`src/rtl/sbox_analysis_tables_macros.svh`:
```
// Assertion macros for the S-box analysis tables block.
// Included by the top level; expects clk and rst_n in scope.
`ifndef SBOX_ANALYSIS_TABLES_MACROS_SVH
`define SBOX_ANALYSIS_TABLES_MACROS_SVH
`ifndef SYNTHESIS
`define SBAT_ASSERT_SAME(label, ante, cons) \
  label: assert property (@(posedge clk) disable iff (!rst_n) (ante) |-> (cons)) \
    else $error("sbat: same-cycle check failed");
`define SBAT_ASSERT_NEXT(label, ante, cons) \
  label: assert property (@(posedge clk) disable iff (!rst_n) (ante) |=> (cons)) \
    else $error("sbat: next-cycle check failed");
`else
`define SBAT_ASSERT_SAME(label, ante, cons)
`define SBAT_ASSERT_NEXT(label, ante, cons)
`endif
`endif

```
`src/rtl/sbat_pkg.sv`:
```
// Shared types, codes and helpers for the S-box analysis tables block.
// No dependencies; used by every module of the block.
`default_nettype none
package sbat_pkg;

  localparam int IN_BITS_DEF  = 8;
  localparam int OUT_BITS_DEF = 8;
  localparam int Q_DEPTH      = 2;
  localparam int QAW          = $clog2(Q_DEPTH);
  localparam int CNT_W        = 9;
  localparam logic [CNT_W-1:0] CNT_MAX = '1;

  localparam logic [1:0] OP_WRITE = 2'd0;
  localparam logic [1:0] OP_DIFF  = 2'd1;
  localparam logic [1:0] OP_LIN   = 2'd2;
  localparam logic [1:0] OP_DEP   = 2'd3;

  typedef struct packed {
    logic [3:0] n;
    logic [3:0] m;
  } widths_t;

  typedef struct packed {
    logic [1:0] kind;
    logic [7:0] row;
    logic [7:0] col;
    logic       null_q;
  } cmd_t;

  typedef struct packed {
    logic busy;
  } eng_stat_t;

  function automatic logic [3:0] clamp_width(input logic [3:0] w, input logic [3:0] top);
    logic [3:0] r;
    priority if (w == 4'd0) begin
      r = 4'd1;
    end else if (w > top) begin
      r = top;
    end else begin
      r = w;
    end
    return r;
  endfunction

endpackage
`default_nettype wire

```
`src/rtl/sbat_front.sv`:
```
// Front end: width registers, input acceptance and command classification.
// Depends on sbat_pkg; feeds sbat_cmd_fifo.
`default_nettype none
module sbat_front #(
  parameter int IN_BITS  = sbat_pkg::IN_BITS_DEF,
  parameter int OUT_BITS = sbat_pkg::OUT_BITS_DEF
) (
  input  logic              clk,
  input  logic              rst_n,
  input  logic              cfg_valid,
  output logic              cfg_ready,
  input  logic [0:0]        cfg_index,
  input  logic [3:0]        cfg_data,
  input  logic              in_tvalid,
  output logic              in_tready,
  input  logic [15:0]       in_tdata,
  input  logic [1:0]        in_tuser,
  input  logic              q_full,
  output logic              q_push,
  output sbat_pkg::cmd_t    q_cmd,
  output sbat_pkg::widths_t widths
);
  import sbat_pkg::*;

  localparam logic [0:0] REG_IN_BITS  = 1'd0;
  localparam logic [0:0] REG_OUT_BITS = 1'd1;

  logic [3:0] in_bits_r;
  logic [3:0] out_bits_r;

  assign cfg_ready = 1'b1;

  always_ff @(posedge clk) begin
    if (!rst_n) begin
      in_bits_r  <= 4'd8;
      out_bits_r <= 4'd8;
    end else if (cfg_valid && cfg_ready) begin
      unique case (cfg_index)
        REG_IN_BITS:  in_bits_r  <= cfg_data;
        REG_OUT_BITS: out_bits_r <= cfg_data;
      endcase
    end
  end

  assign widths.n = clamp_width(in_bits_r, 4'(IN_BITS));
  assign widths.m = clamp_width(out_bits_r, 4'(OUT_BITS));

  assign in_tready = !q_full;
  assign q_push    = in_tvalid && in_tready;

  always_comb begin
    q_cmd.kind   = in_tuser;
    q_cmd.row    = in_tdata[7:0];
    q_cmd.col    = in_tdata[15:8];
    q_cmd.null_q = (in_tuser == OP_DEP) &&
                   ((in_tdata[7:0] >= {4'd0, widths.n}) ||
                    (in_tdata[15:8] >= {4'd0, widths.m}));
  end

endmodule
`default_nettype wire

```
`src/rtl/sbat_cmd_fifo.sv`:
```
// Short command queue between the front end and the table engine.
// Depends on sbat_pkg for the command type and depth.
`default_nettype none
module sbat_cmd_fifo (
  input  logic           clk,
  input  logic           rst_n,
  input  logic           push,
  input  sbat_pkg::cmd_t push_cmd,
  output logic           full,
  input  logic           pop,
  output sbat_pkg::cmd_t pop_cmd,
  output logic           empty
);
  import sbat_pkg::*;

  cmd_t             slot_r [Q_DEPTH];
  logic [QAW-1:0]   wr_ptr_r;
  logic [QAW-1:0]   rd_ptr_r;
  logic [QAW:0]     cnt_r;

  assign full    = (cnt_r == (QAW+1)'(Q_DEPTH));
  assign empty   = (cnt_r == '0);
  assign pop_cmd = slot_r[rd_ptr_r];

  always_ff @(posedge clk) begin
    if (push) begin
      slot_r[wr_ptr_r] <= push_cmd;
    end
  end

  always_ff @(posedge clk) begin
    if (!rst_n) begin
      wr_ptr_r <= '0;
      rd_ptr_r <= '0;
      cnt_r    <= '0;
    end else begin
      if (push) begin
        wr_ptr_r <= wr_ptr_r + 1'b1;
      end
      if (pop) begin
        rd_ptr_r <= rd_ptr_r + 1'b1;
      end
      if (push && !pop) begin
        cnt_r <= cnt_r + 1'b1;
      end else if (pop && !push) begin
        cnt_r <= cnt_r - 1'b1;
      end
    end
  end

endmodule
`default_nettype wire

```
`src/rtl/sbat_engine.sv`:
```
// Table engine: S-box memory, walk sequencer, counter and result register.
// Depends on sbat_pkg; takes commands from sbat_cmd_fifo.
`default_nettype none
module sbat_engine #(
  parameter int IN_BITS  = sbat_pkg::IN_BITS_DEF,
  parameter int OUT_BITS = sbat_pkg::OUT_BITS_DEF
) (
  input  logic                clk,
  input  logic                rst_n,
  input  sbat_pkg::widths_t   widths,
  input  logic                q_empty,
  input  sbat_pkg::cmd_t      q_cmd,
  output logic                q_pop,
  output sbat_pkg::eng_stat_t stat,
  output logic                out_tvalid,
  input  logic                out_tready,
  output logic [15:0]         out_tdata
);
  import sbat_pkg::*;

  localparam int AW    = IN_BITS;
  localparam int DW    = OUT_BITS;
  localparam int DEPTH = 1 << IN_BITS;
  localparam int RW    = (AW > 8) ? AW : 8;
  localparam int CMPW  = (DW > 8) ? DW : 8;

  localparam logic [1:0] ST_IDLE   = 2'd0;
  localparam logic [1:0] ST_WALK   = 2'd1;
  localparam logic [1:0] ST_DRAIN  = 2'd2;
  localparam logic [1:0] ST_RESULT = 2'd3;

  logic [DW-1:0] mem [DEPTH];

  logic [1:0]       state_r, state_nxt;
  logic [AW-1:0]    x_r, x_nxt;
  logic [AW-1:0]    x1_r;
  logic             v1_r, v1_nxt;
  logic [CNT_W-1:0] cnt_r, cnt_nxt;
  logic             out_valid_r, out_valid_nxt;
  logic [CNT_W-1:0] out_count_r, out_count_nxt;
  logic [DW-1:0]    rd0_r, rd1_r;

  logic [1:0]       kind_r;
  logic [AW-1:0]    d_r, amask_r, imask_r;
  logic [DW-1:0]    omask_r, bsel_r;
  logic [CMPW-1:0]  bcmp_r;

  logic             mem_we, load, hit;
  logic [RW-1:0]    row_w;
  logic [CMPW-1:0]  col_w;
  logic [AW-1:0]    row_a, imask;
  logic [DW-1:0]    col_d, omask;
  logic [DW-1:0]    s0, s1, v;

  assign row_w = RW'(q_cmd.row);
  assign col_w = CMPW'(q_cmd.col);
  assign row_a = row_w[AW-1:0];
  assign col_d = col_w[DW-1:0];

  always_comb begin
    for (int i = 0; i < AW; i++) begin
      imask[i] = (4'(i) < widths.n);
    end
    for (int j = 0; j < DW; j++) begin
      omask[j] = (4'(j) < widths.m);
    end
  end

  assign s0 = rd0_r & omask_r;
  assign s1 = rd1_r & omask_r;
  assign v  = s0 ^ s1;

  always_comb begin
    unique case (kind_r)
      OP_WRITE: hit = 1'b0;
      OP_DIFF:  hit = (CMPW'(v) == bcmp_r);
      OP_LIN:   hit = (^(amask_r & x1_r)) ^ (^(bsel_r & s0));
      OP_DEP:   hit = |(v & bsel_r);
    endcase
  end

  always_comb begin
    state_nxt     = state_r;
    x_nxt         = x_r;
    v1_nxt        = 1'b0;
    cnt_nxt       = cnt_r;
    out_valid_nxt = out_valid_r;
    out_count_nxt = out_count_r;
    q_pop         = 1'b0;
    mem_we        = 1'b0;
    load          = 1'b0;
    if (out_valid_r && out_tready) begin
      out_valid_nxt = 1'b0;
    end
    if (v1_r && hit && (cnt_r != CNT_MAX)) begin
      cnt_nxt = cnt_r + 1'b1;
    end
    unique case (state_r)
      ST_IDLE: begin
        if (!q_empty) begin
          q_pop = 1'b1;
          if (q_cmd.kind == OP_WRITE) begin
            mem_we = 1'b1;
          end else begin
            load      = 1'b1;
            cnt_nxt   = '0;
            x_nxt     = '0;
            state_nxt = q_cmd.null_q ? ST_RESULT : ST_WALK;
          end
        end
      end
      ST_WALK: begin
        v1_nxt = 1'b1;
        x_nxt  = x_r + 1'b1;
        if (x_r == imask_r) begin
          state_nxt = ST_DRAIN;
        end
      end
      ST_DRAIN: begin
        state_nxt = ST_RESULT;
      end
      ST_RESULT: begin
        if (!out_valid_r || out_tready) begin
          out_valid_nxt = 1'b1;
          out_count_nxt = cnt_r;
          state_nxt     = ST_IDLE;
        end
      end
    endcase
  end

  always_ff @(posedge clk) begin
    if (mem_we) begin
      mem[row_a] <= col_d;
    end
    rd0_r <= mem[x_r];
    rd1_r <= mem[x_r ^ d_r];
  end

  always_ff @(posedge clk) begin
    x1_r        <= x_r;
    x_r         <= x_nxt;
    cnt_r       <= cnt_nxt;
    out_count_r <= out_count_nxt;
    if (load) begin
      kind_r  <= q_cmd.kind;
      imask_r <= imask;
      omask_r <= omask;
      amask_r <= row_a;
      bcmp_r  <= col_w;
      unique case (q_cmd.kind)
        OP_WRITE: begin
          d_r    <= '0;
          bsel_r <= col_d;
        end
        OP_DIFF: begin
          d_r    <= row_a & imask;
          bsel_r <= col_d;
        end
        OP_LIN: begin
          d_r    <= '0;
          bsel_r <= col_d;
        end
        OP_DEP: begin
          d_r    <= AW'(1) << q_cmd.row[3:0];
          bsel_r <= DW'(1) << q_cmd.col[3:0];
        end
      endcase
    end
  end

  always_ff @(posedge clk) begin
    if (!rst_n) begin
      state_r     <= ST_IDLE;
      v1_r        <= 1'b0;
      out_valid_r <= 1'b0;
    end else begin
      state_r     <= state_nxt;
      v1_r        <= v1_nxt;
      out_valid_r <= out_valid_nxt;
    end
  end

  assign stat.busy  = (state_r != ST_IDLE);
  assign out_tvalid = out_valid_r;
  assign out_tdata  = 16'(out_count_r);

endmodule
`default_nettype wire

```
`src/rtl/sbox_analysis_tables.sv`:
```
// Channel  | Signals                               | Carries
// in       | in_tvalid/in_tready/in_tdata/in_tuser | mode in tuser, row and column select
// out      | out_tvalid/out_tready/out_tdata       | table count of one query
// cfg      | cfg_valid/cfg_ready/cfg_index/cfg_data| input and output width in use
// A query walks over the S-box memory, which reads two entries per cycle, unless it is
// a dependency query with a bit number beyond the widths; a write needs no walk.
// Reset is synchronous and active low and clears control state and the widths to 8.
// A two-entry queue lets the input side take commands while the engine walks.
// A finished count waits in the output register without holding up the next command.
// Top level of the S-box analysis tables block; uses sbat_pkg, the front end,
// the command queue, the table engine and the assertion macro header.
`default_nettype none
`include "sbox_analysis_tables_macros.svh"
module sbox_analysis_tables #(
  parameter int IN_BITS  = sbat_pkg::IN_BITS_DEF,
  parameter int OUT_BITS = sbat_pkg::OUT_BITS_DEF
) (
  input  logic        clk,
  input  logic        rst_n,
  input  logic        cfg_valid,
  output logic        cfg_ready,
  input  logic [0:0]  cfg_index,
  input  logic [3:0]  cfg_data,
  input  logic        in_tvalid,
  output logic        in_tready,
  input  logic [15:0] in_tdata,   // row_sel [7:0], col_sel [15:8]
  input  logic [1:0]  in_tuser,   // mode [1:0]
  output logic        out_tvalid,
  input  logic        out_tready,
  output logic [15:0] out_tdata   // table_count [8:0], zeros above
);
  import sbat_pkg::*;

  widths_t   widths;
  cmd_t      push_cmd, pop_cmd;
  logic      q_push, q_pop, q_full, q_empty;
  eng_stat_t eng_stat;

  sbat_front #(
    .IN_BITS (IN_BITS),
    .OUT_BITS(OUT_BITS)
  ) u_front (
    .clk      (clk),
    .rst_n    (rst_n),
    .cfg_valid(cfg_valid),
    .cfg_ready(cfg_ready),
    .cfg_index(cfg_index),
    .cfg_data (cfg_data),
    .in_tvalid(in_tvalid),
    .in_tready(in_tready),
    .in_tdata (in_tdata),
    .in_tuser (in_tuser),
    .q_full   (q_full),
    .q_push   (q_push),
    .q_cmd    (push_cmd),
    .widths   (widths)
  );

  sbat_cmd_fifo u_fifo (
    .clk     (clk),
    .rst_n   (rst_n),
    .push    (q_push),
    .push_cmd(push_cmd),
    .full    (q_full),
    .pop     (q_pop),
    .pop_cmd (pop_cmd),
    .empty   (q_empty)
  );

  sbat_engine #(
    .IN_BITS (IN_BITS),
    .OUT_BITS(OUT_BITS)
  ) u_engine (
    .clk       (clk),
    .rst_n     (rst_n),
    .widths    (widths),
    .q_empty   (q_empty),
    .q_cmd     (pop_cmd),
    .q_pop     (q_pop),
    .stat      (eng_stat),
    .out_tvalid(out_tvalid),
    .out_tready(out_tready),
    .out_tdata (out_tdata)
  );

  `SBAT_ASSERT_SAME(a_pop_not_empty, q_pop, !q_empty)
  `SBAT_ASSERT_NEXT(a_push_fills, q_push && !q_pop, !q_empty)
  `SBAT_ASSERT_SAME(a_pop_when_idle, q_pop, !eng_stat.busy)

endmodule
`default_nettype wire

```
`config.mk`:
```
export PLATFORM = sky130hd
export DESIGN_NAME = sbox_analysis_tables
export DESIGN_NICKNAME = d
export VERILOG_FILES = /design/src/rtl/sbat_pkg.sv /design/src/rtl/sbat_front.sv /design/src/rtl/sbat_cmd_fifo.sv /design/src/rtl/sbat_engine.sv /design/src/rtl/sbox_analysis_tables.sv
export VERILOG_INCLUDE_DIRS = /design/src /design/src/rtl
export SDC_FILE = /design/constraint.sdc
export NUM_CORES = 2
export LEC_CHECK = 0
export BUFFER_PORTS_ARGS = -buffer_cell sky130_fd_sc_hd__buf_4
export CORE_MARGIN = 1
export CORE_UTILIZATION = 65
export CTS_BUF_LIST = sky130_fd_sc_hd__clkbuf_2 sky130_fd_sc_hd__clkbuf_4 sky130_fd_sc_hd__clkbuf_8
export DETAILED_ROUTE_END_ITERATION = 10
export PLACE_DENSITY = 0.81
export SYNTH_ARGS = -nofsm -noshare
export SYNTH_HDL_FRONTEND = slang
export SYNTH_SLANG_ARGS = --single-unit
```
`constraint.sdc`:
```
create_clock -name clk -period 6.8 [get_ports clk]
set_input_delay 0.68 -clock clk [delete_from_list [all_inputs] [get_ports clk]]
set_output_delay 0.68 -clock clk [all_outputs]
set_load 0.1 [all_outputs]
```
==> results.json <==
{
  "synthCells": 5314,
  "drive_gt1_share_pct": 32.9,
  "viasPerCell": 7.83,
  "whs_endpoint": "u_fifo.slot_r[1][7]",
  "cts_root_buf": "clkbuf_8",
  "start_util_pct": 65.4,
  "cap_violations": 0,
  "fp.coreArea_um2": 156000,
  "yosysSeqAreaShare_pct": 64.2,
  "min_path_type": "in -> reg",
  "io_buffers": 38,
  "max-vdd-ir-drop_v": 0.000611,
  "initialDrtViolationCount": 11800,
  "clock-sinks": 2203,
  "hold_violations": 0,
  "p_int_mw": 33.0,
  "synth_area_um2": 102000,
  "worst_ep_required_time_ns": 7.80,
  "seqPwrFrac_pct": 31.2,
  "async_flop_share_pct": 0,
  "dp_hpwl_mm": 183,
  "ctsHoldBuffers": 34,
  "grt_max_degree": 185,
  "synth_cell_types": 64,
  "yosysWarningCount": 0,
  "final_cells": 7833,
  "cts_tree": "yes",
  "critPathCaptureType": "flop",
  "antenna_found_initial": 21,
  "clk_pin_slew_worst_paths_ns": 0.06,
  "startpoint_type": "flop",
  "post_cts_buffers": 0,
  "min_period_ns": 4.94,
  "crit_arrival_ns": 5.94,
  "swShare_pct": 39.3,
  "h-tree-depth": 5,
  "grt_pass1_wl_mm": 428,
  "synth_top_flop_cell": "edfxtp_1",
  "fin_crit_sh_pct": 72.7,
  "placed_cells": 7155,
  "max_freq_ghz": 0.202,
  "place.gp.congestion": 0.967,
  "cts_made_buffers": 361,
  "clk_latency_ns": 1.08,
  "r2r_cells": 8,
  "first_pass_iters": 9,
  "fin_skew_ns": 0.0636,
  "vias": 61400,
  "synth-seq-cells": 2203,
  "crit_type": "reg -> reg",
  "die_h_um": 399,
  "r2r_setup_slack_ns": 1.86,
  "p_clk_share_pct": 21.4,
  "slew_headroom_pct": 4.84,
  "wl_per_cell_um": 38.6,
  "setup_viol": 0,
  "area_growth_pct": 9.54,
  "worstMarginPinSlew_ns": 1.42,
  "final.fill_count": 8843,
  "synth_enable_flop_cells": 2153,
  "min_from": "in_tdata[14]",
  "grt_pass1_vias": 60100,
  "slew_violations": 0,
  "dieArea_um2": 159000,
  "final_common_cell": "edfxtp_1",
  "reg2reg_to": "u_engine.rd1_r[4]",
  "rows": 145,
  "cts_buffer_depth": 4,
  "wl_mm": 303,
  "nets": 5538,
  "grt_usage_pct": 38.7,
  "dieWidth_um": 399,
  "fin_tns_setup_ns": 0,
  "gr-total-overflow": 0,
  "synth_area_per_cell_um2": 19.2,
  "leakagePower_nw": 35.1,
  "p_per_area_nw_per_um2": 485,
  "postRouteAntennaNets": 0,
  "route.detailed.drc": 0,
  "crit_path_max_fanout": 87,
  "ios": 47,
  "cts_resized": 0,
  "hold_depth": 2,
  "p_switching_mw": 21.3,
  "pwr-share-comb_pct": 47.4,
  "final_cell_mix": "edfxtp_1, mux4_2, clkbuf_8, nor2_1, nand2_1",
  "rsz0062_at_grt": "false",
  "r2r_start": "u_engine.x_r[2]",
  "outcome": "finished clean"
}
[cell type report]
| class | count | area (µm²) | share of cell area (%) |
|---|---|---|---|
| inverter | 29 | 126 | 0.113 |
| clock buffer | 477 | 5890 | 5.26 |
| tap | 2058 | 2570 | 2.30 |
| sequential | 2203 | 65700 | 58.7 |
| clock inverter | 146 | 1100 | 0.980 |
| timing repair buffer | 194 | 1780 | 1.59 |
| antenna | 21 | 52.6 | 0.0469 |
| multi-input combinational | 2705 | 34800 | 31.1 |
[sequential cells by signal, summed over array words and instances, names as in the netlist, 4 cells and up, named ones only]
signal,flops
u_engine.bsel_r,8
u_front.in_bits_r,4
u_engine.imask_r,8
u_engine.cnt_r,9
u_engine.d_r,8
u_engine.omask_r,8
u_engine.rd1_r,8
u_front.out_bits_r,4
u_fifo.slot_r,38
u_engine.rd0_r,8
u_engine.bcmp_r,8
u_engine.out_count_r,9
u_engine.x_r,8
u_engine.x1_r,8
u_engine.amask_r,8
u_engine.mem,2048
[synth_stat cells (29+ instances only)]
library cell / number / area share, %
a211oi_1: 44 / 0.32
a21oi_1: 64 / 0.31
a22oi_1: 39 / 0.29
a31oi_1: 30 / 0.18
buf_2: 158 / 0.77
buf_4: 45 / 0.33
clkbuf_1: 138 / 0.51
dfxtp_1: 50 / 0.98
edfxtp_1: 2153 / 63
mux2i_1: 178 / 1.7
mux4_2: 1116 / 25
nand2_1: 319 / 1.2
nand3_1: 116 / 0.57
nand4_1: 34 / 0.21
nor2_1: 329 / 1.2
nor2b_1: 29 / 0.18
o21ai_0: 69 / 0.34
xnor2_1: 42 / 0.36
[critical path: stages (launching register included)]
cell	delay [ns]
edfxtp_1	1.08
xnor2_2	0.24
buf_12	0.61
buf_4	0.54
nand2_1	0.17
a31oi_1	0.57
nand4_1	0.59
a31oi_1	0.82
or2_1	0.19
[per-stage QoR]
step	worst slack [ns]	hold slack, ns	area [µm²]	total power, mW	utilization (%)
6_report	1.86	0.352	112000	54.3	71.7
5_1_grt	2.02	0.338	112000	55.3	71.6
4_1_cts	2.32	0.274	112000	53.4	71.6
2_1_floorplan	1.83	0.343	102000	34.0	-
3_5_place_dp	2.32	0.456	105000	42.0	66.9
3_3_place_gp	2.21	0.466	105000	41.7	66.9
[power groups by stage]
stage               logic (mW)  clock network, mW  registers [mW]
finish                    25.7               11.6            17.0
global route              26.2               12.1            17.0
CTS                       24.9               11.6            17.0
detailed placement        24.8                  0            17.2
global placement          24.5                  0            17.2
floorplan                 16.7                  0            17.3
[routing by layer]
layer | track usage [%] | part of all wire (%)
met1 | 51.6 | 32
met2 | 54.8 | 44
met3 | 15.6 | 17
met4 | 21.4 | 6.5
met5 | 0 | 0.066
[worst max path at each step]
stage,slack (ns),cells past startpoint,startpoint,to
after global routing,2.02,8,u_engine.x_r[2],u_engine.rd1_r[4]
after floorplan,1.83,4,flop,u_engine.bcmp_r[1]
final,1.86,8,u_engine.x_r[2],u_engine.rd1_r[4]
after CTS,2.32,8,u_engine.x_r[0],u_engine.rd0_r[5]
after global placement,2.21,8,u_engine.x_r[2],u_engine.rd1_r[6]
after detailed placement,2.32,8,u_engine.x_r[0],u_engine.rd0_r[5]
[cells by family after synthesis]
kind of cell	count (synthesis)	share of synthesized area, %
muxes	1319	26.6
adders and majority gates	16	0.196
other	2	0.00735
xor gates and xnor gates	63	0.547
and+or+nand+nor	915	3.87
DFF	2203	64.2
buffers and inverters	414	2.00
AOI/OAI and AO/OA	382	2.52
No activity file was read; power rests on OpenSTA's default activity.
